===== config.mk =====
export PLATFORM = sky130hd
export DESIGN_NAME = ascii_drive_command_frame_parser
export DESIGN_NICKNAME = d
export VERILOG_FILES = /design/src/rtl/acdf_pkg.sv /design/src/rtl/acdf_framer.sv /design/src/rtl/acdf_decoder.sv /design/src/rtl/ascii_drive_command_frame_parser.sv
export SDC_FILE = /design/constraint.sdc
export NUM_CORES = 1
export LEC_CHECK = 0
export ABC_AREA = 1
export ABC_CLOCK_PERIOD_IN_PS = 12100
export CAP_MARGIN = 20
export CELL_PAD_IN_SITES_DETAIL_PLACEMENT = 1
export CELL_PAD_IN_SITES_GLOBAL_PLACEMENT = 1
export CORE_ASPECT_RATIO = 0.8
export CORE_MARGIN = 4
export CORE_UTILIZATION = 53
export CTS_CLUSTER_SIZE = 14
export DETAILED_ROUTE_END_ITERATION = 12
export DONT_BUFFER_PORTS = 1
export PLACE_DENSITY_LB_ADDON = 0.1
export SLEW_MARGIN = 10
export SYNTH_ARGS = -nofsm -noshare
export SYNTH_HDL_FRONTEND = slang
export SYNTH_HIERARCHICAL = 1
export SYNTH_SLANG_ARGS = --single-unit

===== constraint.sdc =====
create_clock -name clk_i -period 12.1 [get_ports clk_i]
set_input_delay 1.21 -clock clk_i [delete_from_list [all_inputs] [get_ports clk_i]]
set_output_delay 1.21 -clock clk_i [all_outputs]
set_load 0.01 [all_outputs]

===== src/rtl/acdf_pkg.sv =====
`timescale 1ns / 1ps

package acdf_pkg;

  // Default for the longest frame, the '<' and '>' included.
  localparam int unsigned FRAME_MAX_DEF = 16;

  // Bytes kept from a frame: positions 1 to 5. Nothing beyond them is
  // ever needed to decode a frame.
  localparam int unsigned CAP_BYTES = 5;

  localparam logic [7:0] CH_OPEN  = 8'h3C;  // '<'
  localparam logic [7:0] CH_CLOSE = 8'h3E;  // '>'
  localparam logic [7:0] CH_F     = 8'h46;
  localparam logic [7:0] CH_B     = 8'h42;
  localparam logic [7:0] CH_R     = 8'h52;
  localparam logic [7:0] CH_L     = 8'h4C;
  localparam logic [7:0] CH_S     = 8'h53;
  localparam logic [7:0] CH_T     = 8'h54;
  localparam logic [7:0] CH_A     = 8'h41;
  localparam logic [7:0] CH_O     = 8'h4F;
  localparam logic [7:0] CH_P     = 8'h50;
  localparam logic [7:0] CH_ZERO  = 8'h30;  // '0'

  localparam logic [2:0] CMD_STOP  = 3'd0;
  localparam logic [2:0] CMD_START = 3'd1;
  localparam logic [2:0] CMD_ZERO  = 3'd2;
  localparam logic [2:0] CMD_FB    = 3'd3;
  localparam logic [2:0] CMD_LR    = 3'd4;

  // Frame length classes, the code being the length up to seven. Every
  // longer frame maps to LEN_OTHER, which decodes as a value of zero.
  localparam logic [2:0] LEN_OTHER = 3'd0;
  localparam logic [2:0] LEN_ONE   = 3'd4;
  localparam logic [2:0] LEN_TWO   = 3'd5;
  localparam logic [2:0] LEN_THREE = 3'd6;
  localparam logic [2:0] LEN_START = 3'd7;

  localparam logic [6:0] VAL_MAX = 7'd100;

  // body[0] holds frame byte 1 (the letter), body[4] holds byte 5.
  typedef struct packed {
    logic [2:0]                len_code;
    logic [CAP_BYTES-1:0][7:0] body;
  } frame_t;

  typedef struct packed {
    logic              accepted;
    logic [2:0]        command;
    logic signed [7:0] value;
  } result_t;

endpackage


===== src/rtl/acdf_framer.sv =====
`timescale 1ns / 1ps

module acdf_framer #(
  parameter int unsigned FRAME_MAX = acdf_pkg::FRAME_MAX_DEF
) (
  input  logic             clk_i,
  input  logic             rst_ni,
  input  logic             byte_valid_i,
  input  logic [7:0]       byte_i,
  output logic             byte_ready_o,
  output logic             frame_valid_o,
  output acdf_pkg::frame_t frame_o,
  input  logic             take_i
);

  localparam int unsigned LenW = $clog2(FRAME_MAX + 1);

  logic                                    in_frame_q, in_frame_d;
  logic [LenW-1:0]                         len_q, len_d;
  logic [acdf_pkg::CAP_BYTES-1:0][7:0]     body_q, body_d;
  logic                                    pend_q, pend_d;
  acdf_pkg::frame_t                        frame_q, frame_d;
  logic                                    accept;
  logic                                    closing;

  assign byte_ready_o  = !pend_q || take_i;
  assign accept        = byte_valid_i && byte_ready_o;
  assign frame_valid_o = pend_q;
  assign frame_o       = frame_q;

  always_comb begin
    in_frame_d = in_frame_q;
    len_d      = len_q;
    body_d     = body_q;
    closing    = 1'b0;
    frame_d    = frame_q;
    if (accept) begin
      if (!in_frame_q) begin
        if (byte_i == acdf_pkg::CH_OPEN) begin
          in_frame_d = 1'b1;
          len_d      = LenW'(1);
        end
      end else if (len_q >= LenW'(FRAME_MAX)) begin
        // Overlong frame: dropped without a result.
        in_frame_d = 1'b0;
        len_d      = '0;
      end else begin
        for (int i = 0; i < acdf_pkg::CAP_BYTES; i++) begin
          if (len_q == LenW'(i + 1)) begin
            body_d[i] = byte_i;
          end
        end
        len_d = len_q + LenW'(1);
        if (byte_i == acdf_pkg::CH_CLOSE) begin
          closing    = 1'b1;
          in_frame_d = 1'b0;
          len_d      = '0;
        end
      end
    end
    if (closing) begin
      frame_d.body     = body_d;
      frame_d.len_code = (len_q < LenW'(7)) ? (len_q[2:0] + 3'd1) : acdf_pkg::LEN_OTHER;
    end
  end

  always_comb begin
    pend_d = pend_q;
    if (closing) begin
      pend_d = 1'b1;
    end else if (take_i) begin
      pend_d = 1'b0;
    end
  end

  always_ff @(posedge clk_i or negedge rst_ni) begin
    if (!rst_ni) begin
      in_frame_q <= 1'b0;
      len_q      <= '0;
      pend_q     <= 1'b0;
    end else begin
      in_frame_q <= in_frame_d;
      len_q      <= len_d;
      pend_q     <= pend_d;
    end
  end

  always_ff @(posedge clk_i) begin
    body_q  <= body_d;
    frame_q <= frame_d;
  end

endmodule


===== src/rtl/acdf_decoder.sv =====
`timescale 1ns / 1ps

module acdf_decoder (
  input  logic              clk_i,
  input  logic              rst_ni,
  input  logic              frame_valid_i,
  input  acdf_pkg::frame_t  frame_i,
  output logic              take_o,
  output logic              out_valid_o,
  input  logic              out_ready_i,
  output acdf_pkg::result_t result_o
);

  logic                    out_valid_q, out_valid_d;
  acdf_pkg::result_t       result_q, result_d;
  logic [2:0]              held_cmd_q, held_cmd_d;
  logic signed [7:0]       held_val_q, held_val_d;
  logic                    is_start, is_stop;
  logic signed [9:0]       dig0, dig1, dig2;
  logic signed [15:0]      sum;
  logic [6:0]              mag;
  logic signed [7:0]       pos_val;
  logic                    ok;
  logic                    load;

  assign take_o      = !out_valid_q || out_ready_i;
  assign load        = take_o && frame_valid_i;
  assign out_valid_o = out_valid_q;
  assign result_o    = result_q;

  assign is_start = (frame_i.len_code == acdf_pkg::LEN_START) &&
                    (frame_i.body[0] == acdf_pkg::CH_S) && (frame_i.body[1] == acdf_pkg::CH_T) &&
                    (frame_i.body[2] == acdf_pkg::CH_A) && (frame_i.body[3] == acdf_pkg::CH_R) &&
                    (frame_i.body[4] == acdf_pkg::CH_T);
  assign is_stop  = (frame_i.len_code == acdf_pkg::LEN_THREE) &&
                    (frame_i.body[0] == acdf_pkg::CH_S) && (frame_i.body[1] == acdf_pkg::CH_T) &&
                    (frame_i.body[2] == acdf_pkg::CH_O) && (frame_i.body[3] == acdf_pkg::CH_P);

  // Digit bytes are not checked; any byte is weighted as its offset from '0'.
  assign dig0 = $signed({2'b00, frame_i.body[1]}) - $signed({2'b00, acdf_pkg::CH_ZERO});
  assign dig1 = $signed({2'b00, frame_i.body[2]}) - $signed({2'b00, acdf_pkg::CH_ZERO});
  assign dig2 = $signed({2'b00, frame_i.body[3]}) - $signed({2'b00, acdf_pkg::CH_ZERO});

  always_comb begin
    case (frame_i.len_code)
      acdf_pkg::LEN_ONE:   sum = 16'(dig0);
      acdf_pkg::LEN_TWO:   sum = 16'(dig0) * 16'sd10 + 16'(dig1);
      acdf_pkg::LEN_THREE: sum = 16'(dig0) * 16'sd100 + 16'(dig1) * 16'sd10 + 16'(dig2);
      default:             sum = '0;
    endcase
  end

  always_comb begin
    if (sum < 16'sd0) begin
      mag = '0;
    end else if (sum > 16'sd100) begin
      mag = acdf_pkg::VAL_MAX;
    end else begin
      mag = sum[6:0];
    end
  end

  assign pos_val = $signed({1'b0, mag});

  always_comb begin
    held_cmd_d = held_cmd_q;
    held_val_d = held_val_q;
    ok         = 1'b1;
    if (is_start) begin
      held_cmd_d = acdf_pkg::CMD_START;
    end else if (is_stop) begin
      held_cmd_d = acdf_pkg::CMD_STOP;
    end else if (mag == '0) begin
      held_cmd_d = acdf_pkg::CMD_ZERO;
      held_val_d = '0;
    end else begin
      case (frame_i.body[0])
        acdf_pkg::CH_F: begin
          held_cmd_d = acdf_pkg::CMD_FB;
          held_val_d = pos_val;
        end
        acdf_pkg::CH_B: begin
          held_cmd_d = acdf_pkg::CMD_FB;
          held_val_d = -pos_val;
        end
        acdf_pkg::CH_R: begin
          held_cmd_d = acdf_pkg::CMD_LR;
          held_val_d = pos_val;
        end
        acdf_pkg::CH_L: begin
          held_cmd_d = acdf_pkg::CMD_LR;
          held_val_d = -pos_val;
        end
        default: begin
          ok = 1'b0;
        end
      endcase
    end
  end

  always_comb begin
    out_valid_d = out_valid_q;
    result_d    = result_q;
    if (load) begin
      out_valid_d       = 1'b1;
      result_d.accepted = ok;
      result_d.command  = held_cmd_d;
      result_d.value    = held_val_d;
    end else if (out_ready_i) begin
      out_valid_d = 1'b0;
    end
  end

  always_ff @(posedge clk_i or negedge rst_ni) begin
    if (!rst_ni) begin
      out_valid_q <= 1'b0;
      held_cmd_q  <= acdf_pkg::CMD_STOP;
      held_val_q  <= '0;
    end else begin
      out_valid_q <= out_valid_d;
      if (load) begin
        held_cmd_q <= held_cmd_d;
        held_val_q <= held_val_d;
      end
    end
  end

  always_ff @(posedge clk_i) begin
    result_q <= result_d;
  end

endmodule


===== src/rtl/ascii_drive_command_frame_parser.sv =====
`timescale 1ns / 1ps
// The result is valid once the transfer of the closing '>' byte has passed the frame
// register and then the output register.
// Throughput: one byte per cycle unless m_axis stalls with the framer register and the
// output register both full; each holds one frame, so bytes flow while one result waits.
// Reset (rst_ni low, asynchronous): the parser hunts for '<', no result is pending,
// and the held command is stop with a held value of zero.

module ascii_drive_command_frame_parser #(
  parameter int unsigned FRAME_MAX = acdf_pkg::FRAME_MAX_DEF
) (
  input  logic        clk_i,
  input  logic        rst_ni,
  // Received characters, one per transfer.
  input  logic        s_axis_tvalid,
  output logic        s_axis_tready,
  input  logic [7:0]  s_axis_tdata,   // [7:0] rx_byte
  // One result per completed frame.
  output logic        m_axis_tvalid,
  input  logic        m_axis_tready,
  output logic [15:0] m_axis_tdata    // [0] accepted, [3:1] command,
                                      // [11:4] drive_value, [15:12] zero
);

  // The framer follows the '<' ... '>' structure byte by byte, keeps only the
  // letter and the few bytes that decoding can look at, and registers a frame
  // snapshot when '>' arrives. A frame that would grow beyond FRAME_MAX bytes
  // is dropped without a result.
  logic              frame_valid;
  acdf_pkg::frame_t  frame;
  logic              take;
  acdf_pkg::result_t result;

  acdf_framer #(
    .FRAME_MAX(FRAME_MAX)
  ) u_framer (
    .clk_i        (clk_i),
    .rst_ni       (rst_ni),
    .byte_valid_i (s_axis_tvalid),
    .byte_i       (s_axis_tdata),
    .byte_ready_o (s_axis_tready),
    .frame_valid_o(frame_valid),
    .frame_o      (frame),
    .take_i       (take)
  );

  // The decoder matches START and STOP, weighs the digits, clamps to 0..100,
  // applies the letter and updates the held command and value, all in the
  // cycle that loads the output register.
  acdf_decoder u_decoder (
    .clk_i        (clk_i),
    .rst_ni       (rst_ni),
    .frame_valid_i(frame_valid),
    .frame_i      (frame),
    .take_o       (take),
    .out_valid_o  (m_axis_tvalid),
    .out_ready_i  (m_axis_tready),
    .result_o     (result)
  );

  assign m_axis_tdata = {4'b0000, result.value, result.command, result.accepted};

  // The zero command always carries a value of zero.
  a_zero_value : assert property (@(posedge clk_i) disable iff (!rst_ni)
    (m_axis_tvalid && (m_axis_tdata[3:1] == acdf_pkg::CMD_ZERO)) |-> (m_axis_tdata[11:4] == 8'h00))
    else $error("zero command with a nonzero value");

  // The held value never leaves the clamped range.
  a_value_range : assert property (@(posedge clk_i) disable iff (!rst_ni)
    m_axis_tvalid |-> (($signed(m_axis_tdata[11:4]) <= 8'sd100) &&
                       ($signed(m_axis_tdata[11:4]) >= -8'sd100)))
    else $error("drive value out of range");

  // The input only stalls when both frame registers are full behind a stalled output.
  a_stall_cause : assert property (@(posedge clk_i) disable iff (!rst_ni)
    !s_axis_tready |-> (m_axis_tvalid && !m_axis_tready && frame_valid))
    else $error("input stalled without output back-pressure");

endmodule

==> summary.md <==
| Metric | Value |
|---|---|
| Storage element area | approximately 0.003 mm2 |
| ANT nets after route | 0 |
| Number of diodes | 0 |
| Synth cell count leaders | 331 x nand2_1, 174 x inv_1, 96 x ha_1 |
| Min Tclk post-route | 6775 ps |
| Layout area overhead | 9.211% |
| Most used standard cell by instance count after synthesis | nand2_1 |
| Distinct cells, synth | 50 |
| TritonCTS clock tree | yes |
| 1st-pass router iterations | 5 |
| Placeable Area | roughly 0.017 mm2 |
| First DRT Iteration DRCs | approximately 420 |
| Yosys warning count | 6 |
| Worst Skew | around 12 ps |
| Startpoint types | flip-flop |
| Final TNS setup | 0 ps |
| Mapped Area | roughly 0.009 mm2 |
| Avg Inst Size Synth | a little under 8 um2 |
| DRC errors left | 0 |
| Min-delay src | u_framer/body_q[20] |
| Max frequency | 147.6 MHz |
| Yosys reg bits | ~110 |
| Crit Path Max Fanout | 7 |
| Vias per std cell | ~5.5 |
| Max Cap Viol | 0 |
| Nets | 1291 |
| Die X-Extent | 154.3 um |
| Cts bufs inserted | 17 |
| Final HPWL DP | roughly 19 mm |
| Multi-input gate area | about 0.0053 mm2 |
| First-pass GRT wire length | 43.52 mm |
| Largest net degree at the start of global routing | 25 |
| Leading register cell type out of synthesis | edfxtp_1 |
| Maximum root-to-sink buffer count | 2 |
| Cell Rows | 42 |
| Port Buffers | 0 |
| Sequential area share after synthesis | around a third |
| Final Non-Filler Cells | 1393 |
| Vias in the first global route | about 8300 |
| Initial Utilization | a little over half |
| Dpl cells | between 1000 and 1500 |
| Total Routed Length | around 26 mm |
| Layout cells sized above 1 | around 11% |
| Post-synth EDFFs | between 50 and 60 |
| Tightest Pin Transition | around 870 ps |
| Share of the synthesized area in the top cell type | between 10% and 20% |
| Syn Inst Count | 1148 |
| Synth area leaders | edfxtp_1 18%, nand2_1 14%, ha_1 13% |
| Final Setup Violations | 0 |
| Max VDD drop | 0.1029 mV |
| Max_slew headroom | around two fifths |
| Grt ovf | 0 |
| Die height | between 100 and 150 um |
| Num ports | 30 |
| Place WS | between 5000 and 6000 ps |
| Worst r2r src | u_framer/frame_o[12] |
| Worst-path clk slew | about 70 ps |
| Run status | completed |
| GPL Wtd Cong | 0.8830 |
| HP Class | reg -> reg |
| Leading area contributor after synthesis | edfxtp_1 |
| WS Path Type | reg -> reg |
| Setup ws final | 5325 ps |
| Synth async-reset ratio | between 15 and 20% |
| # clock sinks | ~110 |
| Arrival time at the worst endpoint | about 7100 ps |
| Post-CTS setup buffers | 0 |
| Gr usage total | 28.24% |
| RSZ-0062 raised after global routing | false |
| Slowest CP cell | xnor2_1 |
| H-tree depth | 4 |
| Final worst path period share | 55.99% |
| Total power divided by cell area | approximately 100 mW/mm2 |
| Mean routed wirelength per cell | ~19 um |
| Via count | about 7700 |
| Clock root buffer | clkbuf_16 |
| Critical path origin | u_framer/frame_o[12] |
| CP peak stage delay | between 600 and 700 ps |
| CTS resizes | 0 |
| Initial antenna violation count | 0 |
| Fin. Hold Viols | 0 |
| Post-CTS Hold Fix Bufs | 0 |
| CP Capture Type | flip-flop |
| Number of fill cells | just over 2000 |
| Static Leakage | about 5.0 nW |
| Util after Layout | 59.49% |
| Latest clock arrival within the worst-skew pair | about 440 ps |
| Max Slew Vio Count | 0 |
| Die outline area | just under 0.02 mm2 |
| CP required | around 12000 ps |
| Crit-path most repeated cell | ha_1 |
[routing by layer]
metal | vias up | GRT usage [%] | wire, um
li1 | 3701 | - | -
met1 | 3734 | 38.37 | 12120
met2 | 189 | 46.28 | 12520
met3 | 37 | 5.285 | 1269
met4 | 0 | 8.152 | 455
met5 | - | 0 | 0
[critical path, delay by kind of cell (launching register included)]
family | cells | cell delay [ps]
xor gates and xnor gates | 2 | 870
DFF | 1 | 510
and+or+nand+nor | 13 | 1550
AOI/OAI and AO/OA | 4 | 660
buffers and inverters | 4 | 240
adders and majority gates | 7 | 2850
[kinds of logic (layout without fill, tap and decap cells)]
logic type / after synthesis / after routing / synth area share (%)
xor+xnor: 34 / 34 / 3.365
buf+inv: 202 / 224 / 9.004
fa+ha+maj: 119 / 119 / 18.31
simple gates: 577 / 577 / 30.39
other cells: 1 / 4 / 0.04133
flops: 114 / 114 / 32.27
compound gates: 101 / 101 / 6.619
[stage by stage]
step / hold slack [ps] / total power, mW / instance area, um2
floorplan: 411.7 / 0.4745 / 9085
global placement: 421.5 / 0.4823 / 9289
CTS: 449.8 / 1.028 / 9910
finish: 450.0 / 1.022 / 9910
global route: 451.4 / 1.054 / 9910
detailed placement: 433.1 / 0.4876 / 9289
[final cells by class]
| cell class | instances | share of cell area, % |
|---|---|---|
| Inverter | 190 | 7.298 |
| Multi-Input combinational cell | 835 | 53.96 |
| Clock buffer | 20 | 4.823 |
| Timing Repair Buffer | 2 | 0.1515 |
| Sequential cell | 114 | 29.55 |
| Clock inverter | 12 | 1.439 |
| Tap cell | 220 | 2.778 |
[sequential cells by signal, indices dropped and copies added (netlist names)]
name                    flops
u_decoder/held_cmd_q        3
u_decoder/held_val_q        8
u_decoder/out_valid_o       1
u_decoder/result_o         12
u_framer/body_q            40
u_framer/frame_o           43
u_framer/frame_valid_o      1
u_framer/in_frame_q         1
u_framer/len_q              5
[power by group]
part,switching [mW],internal [mW],leakage [nW]
sequential,0.00911,0.422,1.17
clock,0.208,0.330,0.304
combinational,0.0381,0.0150,3.48
[cells in the final DEF, fill, tap and decap left out, types with 5 or more instances in the layout]
cell / n
nand4_1: 12
a21oi_2: 7
ha_1: 96
xor2_1: 23
nand3_1: 73
inv_1: 174
dfxtp_1: 40
dfrtp_1: 19
nor2_1: 66
xnor2_1: 10
inv_2: 12
nor3_1: 11
o21ai_2: 8
nand2_4: 6
nand2_1: 331
nor2_2: 5
o21ai_1: 20
clkbuf_16: 18
a21oi_1: 36
nand3_2: 8
inv_6: 7
nand2_2: 26
fa_1: 23
o21ai_0: 17
edfxtp_1: 55
nand3b_1: 11
[worst paths after layout]
check / to / depth (start not counted) / slack, ps
max: u_decoder/held_cmd_q[2] / 30 / 5330
min: u_framer/body_q[20] / 2 / 450
max reg2reg: u_decoder/held_cmd_q[2] / 30 / 5330
min reg2reg: u_framer/body_q[20] / 2 / 450
max in group asynchronous: u_framer/frame_valid_o / 0 / 11550
min in group asynchronous: u_decoder/held_val_q[7] / 0 / 470
(Power assumes the default switching activity.)
